## src/hw/rtl/fsmon_pkg.sv

```systemverilog
// Shared types, constants and helpers of the frame sequence monitor.
package fsmon_pkg;

    // Frame size rules
    localparam int HEADER_BYTES = 128;
    localparam int SAMPLE_BYTES = 4;
    localparam int BAD_FLAG_BIT = 8;
    // Width of the required size: 32-bit count times 4, plus header
    localparam int NEED_W = 36;

    // Field widths
    localparam int SIZE_W = 20;
    localparam int SEQ_W  = 32;
    localparam int CNT_W  = 32;

    // Queue between the classifier and the sequence tracker
    localparam int CMDQ_DEPTH = 2;
    localparam int CMDQ_AW    = 1;
    localparam int CMDQ_CW    = 2;

    // Result queue in front of the result port
    localparam int OUTQ_DEPTH = 4;
    localparam int OUTQ_AW    = 2;
    localparam int OUTQ_CW    = 3;

    // Result status codes
    typedef enum logic [2:0] {
        ST_GOOD    = 3'd0,
        ST_BAD     = 3'd1,
        ST_REORDER = 3'd2,
        ST_PASS    = 3'd3,
        ST_CLEAR   = 3'd4
    } status_t;

    // Item class decided at the front
    typedef enum logic [2:0] {
        CLS_CLEAR    = 3'd0,
        CLS_PASS     = 3'd1,
        CLS_BAD_MARK = 3'd2,
        CLS_BAD_SIZE = 3'd3,
        CLS_GOOD     = 3'd4
    } class_t;

    // Classified item held in the queue
    typedef struct packed {
        class_t             cls;
        logic [SIZE_W-1:0]  payload;
        logic [SEQ_W-1:0]   seq;
    } entry_t;

    // Counter update handed from the sequence tracker to the counters
    typedef struct packed {
        logic               clear;
        logic               inc_good;
        logic               inc_bad;
        logic               inc_reorder;
        logic               size_upd;
        logic [CNT_W-1:0]   gap;
        logic [SIZE_W-1:0]  payload;
        logic               forward;
        status_t            status;
    } upd_t;

    // One result item
    typedef struct packed {
        logic               forward;
        status_t            status;
        logic [CNT_W-1:0]   good;
        logic [CNT_W-1:0]   lost;
        logic [CNT_W-1:0]   reorder;
        logic [CNT_W-1:0]   bad;
        logic [SIZE_W-1:0]  last_payload;
    } result_t;

    // Saturating increment
    function automatic logic [CNT_W-1:0] sat_inc(input logic [CNT_W-1:0] v);
        return (v == '1) ? v : v + CNT_W'(1);
    endfunction

endpackage

```

## src/hw/rtl/fsmon_front.sv

```systemverilog
// Front end: accepts items, holds the disable register and classifies each item.
module fsmon_front (
    input  logic                          clk,
    input  logic                          rst_n,
    input  logic                          push,
    output logic                          full,
    input  logic                          cmd,
    input  logic                          frame_error,
    input  logic [15:0]                   frame_flags,
    input  logic [fsmon_pkg::SIZE_W-1:0]  payload_bytes,
    input  logic [31:0]                   channel_count,
    input  logic [fsmon_pkg::SEQ_W-1:0]   sequence_number,
    input  logic                          cfg_valid,
    output logic                          cfg_ready,
    input  logic                          cfg_data,
    input  logic                          q_full,
    output logic                          q_push,
    output fsmon_pkg::entry_t             q_entry
);

    logic                          disable_reg;
    logic [fsmon_pkg::NEED_W-1:0]  need;
    logic [fsmon_pkg::NEED_W-1:0]  payload_ext;
    logic                          too_short;

    // Take configuration writes at any time
    assign cfg_ready = 1'b1;

    always_ff @(posedge clk or negedge rst_n)
    begin
        if (!rst_n)
        begin
            disable_reg <= 1'b0;
        end
        else if (cfg_valid && cfg_ready)
        begin
            disable_reg <= cfg_data;
        end
    end

    // Accept while the queue has room
    assign full   = q_full;
    assign q_push = push && !q_full;

    // Size check at full width
    assign need = fsmon_pkg::NEED_W'(fsmon_pkg::HEADER_BYTES)
                + fsmon_pkg::NEED_W'(channel_count) * fsmon_pkg::NEED_W'(fsmon_pkg::SAMPLE_BYTES);
    assign payload_ext = fsmon_pkg::NEED_W'(payload_bytes);
    assign too_short = (payload_ext < fsmon_pkg::NEED_W'(fsmon_pkg::HEADER_BYTES))
                    || (need > payload_ext);

    // Classify the item
    always_comb
    begin
        q_entry.payload = payload_bytes;
        q_entry.seq     = sequence_number;
        if (cmd)
        begin
            q_entry.cls = fsmon_pkg::CLS_CLEAR;
        end
        else if (disable_reg)
        begin
            q_entry.cls = fsmon_pkg::CLS_PASS;
        end
        else if (frame_error || frame_flags[fsmon_pkg::BAD_FLAG_BIT])
        begin
            q_entry.cls = fsmon_pkg::CLS_BAD_MARK;
        end
        else if (too_short)
        begin
            q_entry.cls = fsmon_pkg::CLS_BAD_SIZE;
        end
        else
        begin
            q_entry.cls = fsmon_pkg::CLS_GOOD;
        end
    end

endmodule

```

## src/hw/rtl/fsmon_cmdq.sv

```systemverilog
// Short queue of classified items between the front end and the back end.
module fsmon_cmdq (
    input  logic               clk,
    input  logic               rst_n,
    input  logic               wr_en,
    input  fsmon_pkg::entry_t  wr_entry,
    output logic               full,
    input  logic               rd_en,
    output fsmon_pkg::entry_t  rd_entry,
    output logic               empty
);

    fsmon_pkg::entry_t               mem [fsmon_pkg::CMDQ_DEPTH];
    logic [fsmon_pkg::CMDQ_AW-1:0]   wr_ptr_reg;
    logic [fsmon_pkg::CMDQ_AW-1:0]   rd_ptr_reg;
    logic [fsmon_pkg::CMDQ_CW-1:0]   count_reg;
    logic [fsmon_pkg::CMDQ_CW-1:0]   count_next;
    logic                            do_wr;
    logic                            do_rd;

    assign full     = (count_reg == fsmon_pkg::CMDQ_CW'(fsmon_pkg::CMDQ_DEPTH));
    assign empty    = (count_reg == '0);
    assign do_wr    = wr_en && !full;
    assign do_rd    = rd_en && !empty;
    assign rd_entry = mem[rd_ptr_reg];

    // Track fill level
    always_comb
    begin
        count_next = count_reg;
        if (do_wr && !do_rd)
        begin
            count_next = count_reg + fsmon_pkg::CMDQ_CW'(1);
        end
        else if (do_rd && !do_wr)
        begin
            count_next = count_reg - fsmon_pkg::CMDQ_CW'(1);
        end
    end

    // Advance pointers
    always_ff @(posedge clk or negedge rst_n)
    begin
        if (!rst_n)
        begin
            wr_ptr_reg <= '0;
            rd_ptr_reg <= '0;
            count_reg  <= '0;
        end
        else
        begin
            count_reg <= count_next;
            if (do_wr)
            begin
                wr_ptr_reg <= wr_ptr_reg + fsmon_pkg::CMDQ_AW'(1);
            end
            if (do_rd)
            begin
                rd_ptr_reg <= rd_ptr_reg + fsmon_pkg::CMDQ_AW'(1);
            end
        end
    end

    // Store the item
    always_ff @(posedge clk)
    begin
        if (do_wr)
        begin
            mem[wr_ptr_reg] <= wr_entry;
        end
    end

endmodule

```

## src/hw/rtl/fsmon_seq.sv

```systemverilog
// Back end, first stage: tracks the sequence number and decides the counter update.
module fsmon_seq (
    input  logic               clk,
    input  logic               rst_n,
    input  logic               q_empty,
    input  fsmon_pkg::entry_t  q_entry,
    output logic               q_pop,
    input  logic               room,
    output logic               upd_valid,
    output fsmon_pkg::upd_t    upd
);

    logic [fsmon_pkg::SEQ_W-1:0]  last_seq_reg;
    logic [fsmon_pkg::SEQ_W-1:0]  last_seq_next;
    logic                         awaiting_reg;
    logic                         awaiting_next;
    logic                         valid_reg;
    fsmon_pkg::upd_t              upd_reg;
    fsmon_pkg::upd_t              upd_next;
    logic                         fire;

    assign fire      = !q_empty && room;
    assign q_pop     = fire;
    assign upd_valid = valid_reg;
    assign upd       = upd_reg;

    // Decide status, gap and counter increments
    always_comb
    begin
        upd_next         = '0;
        upd_next.payload = q_entry.payload;
        upd_next.status  = fsmon_pkg::ST_PASS;
        last_seq_next    = last_seq_reg;
        awaiting_next    = awaiting_reg;
        case (q_entry.cls)
            fsmon_pkg::CLS_CLEAR:
            begin
                upd_next.clear  = 1'b1;
                upd_next.status = fsmon_pkg::ST_CLEAR;
            end
            fsmon_pkg::CLS_PASS:
            begin
                upd_next.forward = 1'b1;
                upd_next.status  = fsmon_pkg::ST_PASS;
            end
            fsmon_pkg::CLS_BAD_MARK:
            begin
                upd_next.inc_bad = 1'b1;
                upd_next.status  = fsmon_pkg::ST_BAD;
            end
            fsmon_pkg::CLS_BAD_SIZE:
            begin
                upd_next.inc_bad  = 1'b1;
                upd_next.size_upd = 1'b1;
                upd_next.status   = fsmon_pkg::ST_BAD;
            end
            fsmon_pkg::CLS_GOOD:
            begin
                upd_next.inc_good = 1'b1;
                upd_next.size_upd = 1'b1;
                upd_next.forward  = 1'b1;
                upd_next.status   = fsmon_pkg::ST_GOOD;
                last_seq_next     = q_entry.seq;
                if (awaiting_reg)
                begin
                    awaiting_next = 1'b0;
                end
                else if (q_entry.seq < last_seq_reg)
                begin
                    upd_next.inc_reorder = 1'b1;
                    upd_next.forward     = 1'b0;
                    upd_next.status      = fsmon_pkg::ST_REORDER;
                end
                else if (q_entry.seq > last_seq_reg)
                begin
                    upd_next.gap = q_entry.seq - last_seq_reg - fsmon_pkg::SEQ_W'(1);
                end
            end
            default:
            begin
                upd_next.status = fsmon_pkg::ST_PASS;
            end
        endcase
    end

    // Hold sequence state and stage valid
    always_ff @(posedge clk or negedge rst_n)
    begin
        if (!rst_n)
        begin
            valid_reg    <= 1'b0;
            last_seq_reg <= '0;
            awaiting_reg <= 1'b1;
        end
        else
        begin
            valid_reg <= fire;
            if (fire)
            begin
                last_seq_reg <= last_seq_next;
                awaiting_reg <= awaiting_next;
            end
        end
    end

    // Stage payload
    always_ff @(posedge clk)
    begin
        if (fire)
        begin
            upd_reg <= upd_next;
        end
    end

endmodule

```

## src/hw/rtl/fsmon_count.sv

```systemverilog
// Back end, second stage: saturating counters and the result queue.
module fsmon_count (
    input  logic                clk,
    input  logic                rst_n,
    input  logic                upd_valid,
    input  fsmon_pkg::upd_t     upd,
    output logic                room,
    input  logic                pop,
    output logic                empty,
    output fsmon_pkg::result_t  result
);

    logic [fsmon_pkg::CNT_W-1:0]   good_reg;
    logic [fsmon_pkg::CNT_W-1:0]   lost_reg;
    logic [fsmon_pkg::CNT_W-1:0]   reorder_reg;
    logic [fsmon_pkg::CNT_W-1:0]   bad_reg;
    logic [fsmon_pkg::SIZE_W-1:0]  size_reg;
    logic [fsmon_pkg::CNT_W:0]     lost_sum;
    fsmon_pkg::result_t            res_next;

    fsmon_pkg::result_t            mem [fsmon_pkg::OUTQ_DEPTH];
    logic [fsmon_pkg::OUTQ_AW-1:0] wr_ptr_reg;
    logic [fsmon_pkg::OUTQ_AW-1:0] rd_ptr_reg;
    logic [fsmon_pkg::OUTQ_CW-1:0] count_reg;
    logic [fsmon_pkg::OUTQ_CW-1:0] count_next;
    logic                          do_rd;

    // Reserve a slot for the item still in the first stage
    assign room = (count_reg + fsmon_pkg::OUTQ_CW'(upd_valid))
                < fsmon_pkg::OUTQ_CW'(fsmon_pkg::OUTQ_DEPTH);

    // Apply the update with saturation
    assign lost_sum = {1'b0, lost_reg} + {1'b0, upd.gap};

    always_comb
    begin
        res_next.forward      = upd.forward;
        res_next.status       = upd.status;
        res_next.good         = upd.inc_good ? fsmon_pkg::sat_inc(good_reg) : good_reg;
        res_next.bad          = upd.inc_bad ? fsmon_pkg::sat_inc(bad_reg) : bad_reg;
        res_next.reorder      = upd.inc_reorder ? fsmon_pkg::sat_inc(reorder_reg) : reorder_reg;
        res_next.lost         = lost_sum[fsmon_pkg::CNT_W] ? '1 : lost_sum[fsmon_pkg::CNT_W-1:0];
        res_next.last_payload = upd.size_upd ? upd.payload : size_reg;
        if (upd.clear)
        begin
            res_next.good    = '0;
            res_next.bad     = '0;
            res_next.reorder = '0;
            res_next.lost    = '0;
        end
    end

    // Hold counters
    always_ff @(posedge clk or negedge rst_n)
    begin
        if (!rst_n)
        begin
            good_reg    <= '0;
            lost_reg    <= '0;
            reorder_reg <= '0;
            bad_reg     <= '0;
            size_reg    <= '0;
        end
        else if (upd_valid)
        begin
            good_reg    <= res_next.good;
            lost_reg    <= res_next.lost;
            reorder_reg <= res_next.reorder;
            bad_reg     <= res_next.bad;
            size_reg    <= res_next.last_payload;
        end
    end

    // Result queue
    assign empty  = (count_reg == '0);
    assign do_rd  = pop && !empty;
    assign result = mem[rd_ptr_reg];

    always_comb
    begin
        count_next = count_reg;
        if (upd_valid && !do_rd)
        begin
            count_next = count_reg + fsmon_pkg::OUTQ_CW'(1);
        end
        else if (do_rd && !upd_valid)
        begin
            count_next = count_reg - fsmon_pkg::OUTQ_CW'(1);
        end
    end

    always_ff @(posedge clk or negedge rst_n)
    begin
        if (!rst_n)
        begin
            wr_ptr_reg <= '0;
            rd_ptr_reg <= '0;
            count_reg  <= '0;
        end
        else
        begin
            count_reg <= count_next;
            if (upd_valid)
            begin
                wr_ptr_reg <= wr_ptr_reg + fsmon_pkg::OUTQ_AW'(1);
            end
            if (do_rd)
            begin
                rd_ptr_reg <= rd_ptr_reg + fsmon_pkg::OUTQ_AW'(1);
            end
        end
    end

    always_ff @(posedge clk)
    begin
        if (upd_valid)
        begin
            mem[wr_ptr_reg] <= res_next;
        end
    end

endmodule

```

## src/hw/rtl/frame_sequence_monitor_top.sv

```systemverilog
// Top level of the frame sequence monitor: front end, item queue, back end.
//
//  channel   handshake             payload
//  -------   -------------------   ---------------------------------------------
//  input     push / full           cmd, frame_error, frame_flags, payload_bytes,
//                                  channel_count, sequence_number
//  result    empty / pop           forward, status, good_total, lost_total,
//                                  reorder_total, bad_total, last_payload_bytes
//  config    cfg_valid / cfg_ready cfg_data (monitor_disable)
//
// One item per cycle sustained while the result queue has room; a taken item
// passes the queue stage, then the sequence stage, then the counter update.
// The sequence compare and the loss addition sit in separate stages.
// Reset clears counters, sequence state, queues and the disable bit.
// A stalled result side fills the four-entry result queue, then the item
// queue, and only then raises full.
module frame_sequence_monitor_top (
    input  logic                          clk,
    input  logic                          rst_n,
    input  logic                          push,
    output logic                          full,
    input  logic                          cmd,
    input  logic                          frame_error,
    input  logic [15:0]                   frame_flags,
    input  logic [fsmon_pkg::SIZE_W-1:0]  payload_bytes,
    input  logic [31:0]                   channel_count,
    input  logic [fsmon_pkg::SEQ_W-1:0]   sequence_number,
    output logic                          empty,
    input  logic                          pop,
    output logic                          forward,
    output logic [2:0]                    status,
    output logic [fsmon_pkg::CNT_W-1:0]   good_total,
    output logic [fsmon_pkg::CNT_W-1:0]   lost_total,
    output logic [fsmon_pkg::CNT_W-1:0]   reorder_total,
    output logic [fsmon_pkg::CNT_W-1:0]   bad_total,
    output logic [fsmon_pkg::SIZE_W-1:0]  last_payload_bytes,
    input  logic                          cfg_valid,
    output logic                          cfg_ready,
    input  logic                          cfg_data
);

    logic                q_full;
    logic                q_push;
    logic                q_empty;
    logic                q_pop;
    fsmon_pkg::entry_t   q_wr_entry;
    fsmon_pkg::entry_t   q_rd_entry;
    logic                room;
    logic                upd_valid;
    fsmon_pkg::upd_t     upd;
    fsmon_pkg::result_t  result;

    // Accept and classify
    fsmon_front u_front (
        .clk             (clk),
        .rst_n           (rst_n),
        .push            (push),
        .full            (full),
        .cmd             (cmd),
        .frame_error     (frame_error),
        .frame_flags     (frame_flags),
        .payload_bytes   (payload_bytes),
        .channel_count   (channel_count),
        .sequence_number (sequence_number),
        .cfg_valid       (cfg_valid),
        .cfg_ready       (cfg_ready),
        .cfg_data        (cfg_data),
        .q_full          (q_full),
        .q_push          (q_push),
        .q_entry         (q_wr_entry)
    );

    // Decouple front and back
    fsmon_cmdq u_cmdq (
        .clk      (clk),
        .rst_n    (rst_n),
        .wr_en    (q_push),
        .wr_entry (q_wr_entry),
        .full     (q_full),
        .rd_en    (q_pop),
        .rd_entry (q_rd_entry),
        .empty    (q_empty)
    );

    // Track sequence numbers
    fsmon_seq u_seq (
        .clk       (clk),
        .rst_n     (rst_n),
        .q_empty   (q_empty),
        .q_entry   (q_rd_entry),
        .q_pop     (q_pop),
        .room      (room),
        .upd_valid (upd_valid),
        .upd       (upd)
    );

    // Count and queue results
    fsmon_count u_count (
        .clk       (clk),
        .rst_n     (rst_n),
        .upd_valid (upd_valid),
        .upd       (upd),
        .room      (room),
        .pop       (pop),
        .empty     (empty),
        .result    (result)
    );

    // Drive result ports
    assign forward            = result.forward;
    assign status             = result.status;
    assign good_total         = result.good;
    assign lost_total         = result.lost;
    assign reorder_total      = result.reorder;
    assign bad_total          = result.bad;
    assign last_payload_bytes = result.last_payload;

    // A cleared result shows all four counters at zero
    a_clear_zero: assert property (@(posedge clk) disable iff (!rst_n)
        (!empty && status == fsmon_pkg::ST_CLEAR) |->
        (good_total == '0 && lost_total == '0 && reorder_total == '0 && bad_total == '0))
        else $error("cleared result with nonzero counters");

    // Forward only for good or passed items
    a_forward: assert property (@(posedge clk) disable iff (!rst_n)
        !empty |-> (forward == (status == fsmon_pkg::ST_GOOD || status == fsmon_pkg::ST_PASS)))
        else $error("forward does not match status");

    // Counters never fall between results unless cleared
    a_monotonic: assert property (@(posedge clk) disable iff (!rst_n)
        (pop && !empty) ##1 (!empty && status != fsmon_pkg::ST_CLEAR) |->
        (good_total >= $past(good_total) && bad_total >= $past(bad_total)
         && lost_total >= $past(lost_total) && reorder_total >= $past(reorder_total)))
        else $error("counter decreased without clear");

endmodule
```

## config.mk

```make
export PLATFORM = sky130hd
export DESIGN_NAME = frame_sequence_monitor_top
export DESIGN_NICKNAME = d
export VERILOG_FILES = /design/src/hw/rtl/fsmon_pkg.sv /design/src/hw/rtl/fsmon_front.sv /design/src/hw/rtl/fsmon_cmdq.sv /design/src/hw/rtl/fsmon_seq.sv /design/src/hw/rtl/fsmon_count.sv /design/src/hw/rtl/frame_sequence_monitor_top.sv
export SDC_FILE = /design/constraint.sdc
export NUM_CORES = 1
export LEC_CHECK = 0
export BUFFER_PORTS_ARGS = -buffer_cell sky130_fd_sc_hd__buf_2
export CAP_MARGIN = 20
export CORE_MARGIN = 1
export CORE_UTILIZATION = 40
export DETAILED_ROUTE_END_ITERATION = 10
export SETUP_SLACK_MARGIN = 0.4
export SYNTH_ARGS = -nofsm -noshare
export SYNTH_HDL_FRONTEND = slang
export SYNTH_SLANG_ARGS = --single-unit
```

## constraint.sdc

```tcl
create_clock -name clk -period 6.4 [get_ports clk]
set_input_delay 0 -clock clk [delete_from_list [all_inputs] [get_ports clk]]
set_output_delay 0 -clock clk [all_outputs]
set_load 0.05 [all_outputs]
```

==> Word-level counts from Yosys, hierarchy flattened <==
Memories as Yosys holds them, arrays and structs flattened.
Cells that the tools add are included.
{ "classes": {"add_sub_neg": 16, "n_lt_le_gt_ge": 5, "n_eq_ne": 8, "muxes": 30, "n_bitwise": 2, "reduce_logical": 28} }
{ "ops": {"columns": ["operator", "n"], "rows": [
  ["two-way mux 32 bit", 7],
  ["two-way mux 128 bit", 1],
  ["adder 32 x 1 -> 32 bit, second input constant", 3],
  ["equality test 32 bit, second input constant", 3],
  ["greater-than comparator 36 x 20 -> 1 bit", 1],
  ["adder 8 x 34 -> 35 bit, first input constant", 1],
  ["adder 32 x 32 -> 33 bit", 1],
  ["greater-than comparator 32 bit", 1],
  ["< comparator 32 bit", 1],
  ["subtractor 32 x 1 -> 32 bit, second input constant", 1],
  ["subtractor 32 bit", 1],
  ["< comparator 20 x 8 -> 1 bit, second input constant", 1],
  ["two-way mux 20 bit", 1],
  ["two-way mux 3 bit", 6],
  ["logical AND 1 bit", 9],
  ["two-way mux 1 bit", 9],
  ["case mux 3 bit (3 select lines)", 1],
  ["two-way mux 4 bit", 2],
  ["zero test 1 bit", 7],
  ["adder 2 x 1 -> 2 bit, second input constant", 3],
  ["equality test 3 x 2 -> 1 bit, second input constant", 2],
  ["zero test 3 bit", 2],
  ["OR reduction 2 bit", 3],
  ["two-way mux 2 bit", 2],
  ["16 further kinds", 20]
]} }
{ "totals": {"reg_bits": 255, "ramBits": 718, "input_bits": 108, "wordCells": 115, "n_memories": 2} }
{ "mem_list": {"columns": ["name", "words", "width", "rd", "rd_clocked_by_memory_dff", "write_ports", "line_no", "rtl"], "rows": [
  ["u_count.mem", 4, 152, 1, 0, 1, "fsmon_count.sv:21", "fsmon_pkg::result_t mem [fsmon_pkg::OUTQ_DEPTH];"],
  ["u_cmdq.mem", 2, 55, 1, 0, 1, "fsmon_cmdq.sv:13", "fsmon_pkg::entry_t mem [fsmon_pkg::CMDQ_DEPTH];"]
]} }

==> Depth between registers and ports, before layout <==
Gate-level depths: netlist of the first run.
{ "logic_depth": {"word_depth": 8, "depth_mapped": 14, "mapped_depth_nobuf": 14} }

==> Cells and area by module <==
From an unflattened synthesis of the first run, not the netlist that was laid out.
{ "hier_totals": {"hier_cells": 3011, "area_unflattened_um2": 44513.9} }
{ "by_module_without_submodules": {"columns": ["mod", "n_inst", "cells_per_inst", "area_each_um2", "seq_area_each_um2"], "rows": [
  ["fsmon_count", 1, 2115, 33263.2, 22136.2],
  ["fsmon_seq", 1, 476, 5263.8, 2653.8],
  ["fsmon_cmdq", 1, 190, 4330.4, 3403.3],
  ["fsmon_front", 1, 230, 1656.6, 25.0]
]} }

==> Least setup slack after synthesis of the first run <==
OpenSTA, ideal clock, no wires.
{ "synth_path": {"kind": "register to register", "startpoint": "register u_seq.valid_reg, in the netlist u_seq.upd_valid", "endpoint": "memory u_count.mem[0][0] in the netlist's numbering, enable pin", "setup_ns": 0.529, "t_arrival_ns": 4.548, "slack_ns": 1.323, "stages_incl_launch_ff": 5, "cell_sequence": "dfrtp_1 clkbuf_1 clkbuf_1 clkbuf_1 and2_1"} }
{ "synth_between": {"elab_chain_len": 2} }
{ "synth_lines": {"columns": ["element", "line_no", "rtl"], "rows": [
  ["start: declaration", "fsmon_seq.sv:17", "logic valid_reg;"],
  ["start signal: assignment", "fsmon_seq.sv:97", "valid_reg <= fire;"],
  ["two-way mux 1 bit", "fsmon_count.sv:116", "if (upd_valid)"],
  ["two-way mux 1 bit (implied by the code)", "fsmon_count.sv:118", "mem[wr_ptr_reg] <= res_next;"],
  ["end: declaration", "fsmon_count.sv:21", null]
]} }
No other way between the ends.

==> reports/results.txt, run 1 <==
vertical die dimension: 333.2 um
number of search-and-repair iterations in the first detailed-routing pass: 5
synthesized area per cell: 14.37 sq um
status: complete, no violations
beginning of the worst hold path: sequence_number[20]
Post-CTS Setup Inserts: 0
post-DR vias/cell: 5.276
Wirelength per Cell: 19.43 um
largest net degree at the start of global routing: 101
fin worst setup slack: 2.107 ns
Crit path arrival time: 4.70 ns
Setup Skew: 0.02797 ns
Finish-stage setup viols: 0
cell with the most instances after synthesis: edfxtp_1
maximum ir drop on the vdd rail: 611.0 uV
Crit. Startpoint: u_cmdq.rd_ptr_reg
CTS Sinks: 972
number of primary I/O pins: 263
synthesized flop and latch total: 972
initial antenna violation count: 3
worst relative slew slack: 26.92%
post-synthesis net count: 3257
Worst Path Max Fanout: 29
cells taking the most area after synthesis: edfxtp_1, dfrtp_1, mux4_2
die area: 0.1110 sq mm
worst-margin pin slew: 1.092 ns
total congestion overflow: 0
number of maximum-capacitance violations: 0
TritonCTS clock tree: yes
first-pass GRT wire length: 147.6 mm
die width: 333.2 um
largest area contributor in the netlist: edfxtp_1
Resize count post-CTS: 0
unrepaired setup endpoints after global routing: no
type of the worst min-delay path: in -> reg
final core utilization: 46.80%
Placement Setup Slack: 2.098 ns
number of library cell types mapped by synthesis: 86
number of CTS-inserted buffers: 103
Max Buffers Root-to-Sink: 3
area fraction of the dominant cell type after synthesis: 53.23%
synthesized instance count: 3053
number of nets in the finished design: 3573
total global routing track utilization: 16.93%
sequential cell area in the final layout: 0.02823 sq mm
Primary FF master, synth: edfxtp_1
area of combinational cells with multiple inputs: 0.01455 sq mm
fraction of the cycle the final worst path needs: 67.09%
clock slew at reported path FFs: 0.06 ns
post-route non-filler standard cell count: 4876
core area: 0.1089 sq mm
Synth top cells by count: edfxtp_1, nor2_1, dfrtp_1
Hold Buf Count CTS: 77
worst-skew pair later-pin latency: 0.68 ns
number of global-route vias before repair: 25730
Slew Limit Fails: 0
flip-flop count of the largest register after layout: 608
source of the worst register-to-register timing path: u_cmdq.rd_ptr_reg
effective utilization at floorplan: 40.32%
share of cells above drive strength 1: 21.50%
minimum period implied by the final worst setup slack: 4.293 ns
total number of vias: 25720
Fillers: 9474
category of the most critical setup path: reg -> reg
DRC violations left: 0
remaining number of nets flagged by the antenna check after routing: 0
Post-synth ARST share: 19.96%
layout overhead on the synthesized area: 16.09%
worst-path cell chain: mux2_2 > ha_1 > a21oi_1 > o21a_1 > nor3_1 > nor4b_1 > a2bb2oi_1 > or2_2 > a211o_1 > nand3_1
Worst setup EP type: flip-flop
Final Hold Vio Count: 0
required time of the worst setup path: 6.81 ns
Critical Path Slowest Stage Cell: dfrtp_2
final weighted congestion in routability-driven placement: 0.8342
delay contributed by the slowest stage of the critical path: 0.78 ns
buffer cell driving the clock tree root: clkbuf_16
input/output buffers: 246
ratio of total power to cell area: 555.8 mW/mm^2
Routed WL: 94.76 mm
Peak Freq: 232.9 MHz
Row Count: 121
warning count from the yosys run: 0
Post-synth EDFFs: 778
leakage dissipation: 0.01879 uW
number of H-tree levels: 3
placed cell count: 4600
total negative setup slack: 0 ns
share of the yosys chip area belonging to registers: 64.30%
First DRT Iteration DRCs: 1668
cell area after synthesis: 0.04389 sq mm
startpoint class of the critical path: flip-flop
placed wire-length estimate after detailed placement: 59.27 mm
-- metrics by stage --
step	power (uW)	area [sq um]	hold WS [ns]
CTS	28690	50920	0.0001394
global route	29910	50940	0.02828
floorplan	19250	43890	-0.2956
global placement	22390	46660	0.04344
finish	28320	50950	0.06166
detailed placement	22520	46660	0.03614
-- layer usage --
metal / GRT usage [%] / share of wire (%)
met4: 4.648 / 2.3
met5: 0 / 0
met1: 23.90 / 47
met2: 27.07 / 47
met3: 2.756 / 4.0
-- power by group --
| part | switching (uW) | leakage, uW | internal (uW) |
|---|---|---|---|
| clock | 2450 | 0.00168 | 3580 |
| combinational | 8170 | 0.00711 | 3980 |
| sequential | 818 | 0.0100 | 9320 |
| total | 11400 | 0.0188 | 16900 |
-- area by class of cell --
type	instances	area share [%]
antenna	2	0.009823
clock buffer	142	5.693
clock inverter	54	1.122
inverter	156	1.152
multi-input combinational	1783	28.57
sequential	972	55.41
tap	1414	3.473
timing repair buffer	353	4.573
-- critical path, delay by kind of cell, from the launching register on --
kind	cells	cell delay, ns
AND/OR/NAND/NOR	4	1.26
AO/OA/AOI/OAI	4	1.13
flip-flops	1	0.78
multiplexers	1	0.45
adder cells (fa/ha/maj)	1	0.39
-- final timing paths --
path / end / slack, ns / cells past startpoint
setup / recovery: u_seq.upd[53] / 2.11 / 10
hold / removal: u_cmdq.mem[0][20] / 0.06 / 2
setup reg to reg: u_seq.upd[53] / 2.11 / 10
hold reg to reg: u_count.mem[1][148] / 0.49 / 0
max in group asynchronous: u_count.good_reg[3] / 4.95 / 4
min in group asynchronous: u_seq.awaiting_reg / 0.47 / 3
-- layout by cell type, fill, tap and decap left out, types with 19 or more instances in the layout --
cell type / instances
edfxtp_1: 778
buf_2: 245
nor2_1: 238
dfrtp_1: 189
nand2_1: 156
inv_1: 154
mux4_2: 152
a21oi_1: 123
xnor2_1: 114
mux2_2: 112
clkbuf_16: 108
ha_1: 93
o21ai_0: 89
dlygate4sd3_1: 76
nor3_1: 67
nand3_1: 64
o22ai_1: 51
mux2i_1: 42
nand4_1: 42
xor2_1: 41
and3_1: 36
a21o_1: 35
clkbuf_1: 27
buf_4: 24
clkinv_2: 20
and4_1: 19
o2bb2ai_1: 19
-- cells by family after synthesis --
group                    Yosys count  synth area share, %
AND/OR/NAND/NOR                  764                8.670
adder cells (fa/ha/maj)           96                2.788
other                              1             0.008545
flip-flops                       972                64.30
buffers and inverters            298                2.603
multiplexers                     306                11.63
XOR/XNOR                         155                3.093
AO/OA/AOI/OAI                    461                6.905
Note: power is estimated with default switching activity, not from simulation.
==> run 2, diff against run 1 <==
==> constraint.sdc (replaced) <==
create_clock -name clk -period 3.6 [get_ports clk]
set_input_delay 0 -clock clk [delete_from_list [all_inputs] [get_ports clk]]
set_output_delay 0 -clock clk [all_outputs]
set_load 0.05 [all_outputs]
==> reports/results.txt, run 2 (synthesis results as in run 1) <==
delay contributed by the slowest stage of the critical path: 0.45 ns (-0.33 ns)
fraction of the cycle the final worst path needs: 88.85% (+22 points)
Final Hold Vio Count: 0 (unchanged)
Max Buffers Root-to-Sink: 3 (unchanged)
total congestion overflow: 0 (unchanged)
first-pass GRT wire length: 150.9 mm (+2.3%)
Finish-stage setup viols: 0 (unchanged)
effective utilization at floorplan: 40.32% (unchanged)
total number of vias: 26110 (+1.5%)
Largest delay share family, worst path: compound AO/OA/AOI/OAI gates
buffer cell driving the clock tree root: clkbuf_16
final worst hold slack: 0.05351 ns (-0.008145 ns)
total negative setup slack: 0 ns (unchanged)
category of the most critical setup path: reg -> reg
CTS Sinks: 972 (unchanged)
number of global-route vias before repair: 26300 (+2.2%)
worst-path cell chain: buf_6 > mux2_2 > ha_4 > a211o_1 > a21oi_2 > o21ai_2 > or3b_1 > a41o_1 > a31oi_4 > a31oi_2 > mux2i_1
die width: 333.2 um (unchanged)
Placement Setup Slack: 0.2036 ns (-1.895 ns)
flip-flop count of the largest register after layout: 608 (unchanged)
Wirelength per Cell: 19.52 um (+0.46%)
share of total power in the clock network: 19.8% (-1.5 points)
maximum ir drop on the vdd rail: 603.7 uV (-1.2%)
total buffers and inverters traversed by the critical path: 1 (+1)
initial antenna violation count: 3 (unchanged)
First DRT Iteration DRCs: 1687 (+1.1%)
type of the worst min-delay path: in -> reg
TritonCTS clock tree: yes
placed cell count: 4646 (+1.0%)
vertical die dimension: 333.2 um (unchanged)
placed wire-length estimate after detailed placement: 61.94 mm (+4.5%)
number of nets in the finished design: 3630 (+1.6%)
status: complete, no violations
number of CTS-inserted buffers: 104 (+0.97%)
final weighted congestion in routability-driven placement: 0.8616 (+3.3%)
commonest cells after routing, fill and taps aside: edfxtp_1, buf_2, nor2_1
post-place instance area: 0.04726 sq mm (+1.3%)
largest net degree at the start of global routing: 122 (+21%)
Setup Skew: 0.02903 ns (+0.001059 ns)
number of maximum-capacitance violations: 0 (unchanged)
clock slew at reported path FFs: 0.06 ns (about the same)
remaining number of nets flagged by the antenna check after routing: 0 (unchanged)
die area: 0.1110 sq mm (unchanged)
Int Power: 30620 uW (+81%)
required time of the worst setup path: 4.03 ns (-2.78 ns)
layout overhead on the synthesized area: 18.30%
input/output buffers: 246 (unchanged)
DRC violations left: 0 (unchanged)
Worst setup EP type: flip-flop
Routed WL: 96.29 mm (+1.6%)
number of search-and-repair iterations in the first detailed-routing pass: 5 (unchanged)
worst-skew pair later-pin latency: 0.70 ns (+0.02 ns)
Gate power share: 45.8% (+2.9 points)
Crit path arrival time: 3.63 ns (-1.07 ns)
leakage dissipation: 0.01909 uW (+1.6%)
startpoint class of the critical path: flip-flop
minimum period implied by the final worst setup slack: 3.199 ns (-1.095 ns)
Psw: 21020 uW (+84%)
worst relative slew slack: 36.83% (+9.9 points)
cell area after layout: 0.05191 sq mm (+1.9%)
number of primary I/O pins: 263 (unchanged)
switch share: 40.71% (+0.31 points)
Peak Freq: 312.6 MHz (+34%)
number of H-tree levels: 3 (unchanged)
core area: 0.1089 sq mm (unchanged)
total global routing track utilization: 17.31% (+0.39 points)
proportion of power drawn by flip-flops and latches: 34.4% (-1.4 points)
ratio of total power to cell area: 994.8 mW/mm^2 (+79%)
Critical Path Slowest Stage Cell: dfrtp_2
fin worst setup slack: 0.4014 ns (-1.705 ns)
commonest non-fill, non-tap cell in the layout: edfxtp_1
post-DR vias/cell: 5.294 (+0.35%)
share of cells above drive strength 1: 24.71% (+3.2 points)
post-route non-filler standard cell count: 4932 (+1.1%)
Slew Limit Fails: 0 (unchanged)
Row Count: 121 (unchanged)
worst-margin pin slew: 0.9377 ns (-0.1547 ns)
unrepaired setup endpoints after global routing: yes
Worst Path Max Fanout: 5 (-83%)
[run 2: layout make-up]
type	count	area (sq um)
multi-input cells	1783	15040
clock inverters	52	421.7
diodes	1	2.502
repair buffers	409	2990
flip-flops and latches	972	28230
well taps	1414	1769
clock buffers	145	2877
fillers	9436	56940
inverters	156	586.8
[run 2: power by group through the flow]
stage                     registers, uW  clock network [uW]  logic [uW]
after floorplan                   17500                   0       16600
after global placement            17900                   0       22800
after detailed placement          18000                   0       22900
after CTS                         17800               10500       23400
after global routing              18100               10900       25600
final                             17800               10200       23700
[run 2: metal layers]
layer  global-route usage, %  share of wire (%)  up-vias
met2                   27.42                 47      482
met4                   4.961                1.8        0
met1                   24.79                 48    13110
li1                        -                  -    12400
met3                   2.547                4.1      117
met5                       0                  0        -
[run 2: repair_timing]
action,CTS,global route
setup endpoints to repair,41,98
resized for setup,37,62
hold endpoints to repair,335,0
buffers inserted,4,4
pin swaps,7,17
hold buffers,80,0
[run 2: through the flow]
| step | total power, uW | util, % |
|---|---|---|
| final | 51640 | 47.69 |
| after global placement | 40680 | 43.42 |
| after detailed placement | 40880 | 43.42 |
| after CTS | 51700 | 47.39 |
| after global routing | 54570 | 47.69 |
| after floorplan | 34120 | - |
[run 2: path summary, 6_finish.rpt]
| check | start | to | slack [ns] | depth (start not counted) |
|---|---|---|---|---|
| worst max-delay path | u_cmdq.rd_ptr_reg | u_seq.upd[54] | 0.40 | 11 |
| worst min-delay path | sequence_number[3] | u_cmdq.mem[0][3] | 0.05 | 2 |
| worst max register to register | u_cmdq.rd_ptr_reg | u_seq.upd[54] | 0.40 | 11 |
| worst min register to register | u_seq.awaiting_reg | u_seq.awaiting_reg | 0.49 | 1 |
| max in group asynchronous | rst_n | u_seq.awaiting_reg | 2.30 | 4 |
| min in group asynchronous | rst_n | u_count.bad_reg[30] | 0.44 | 3 |
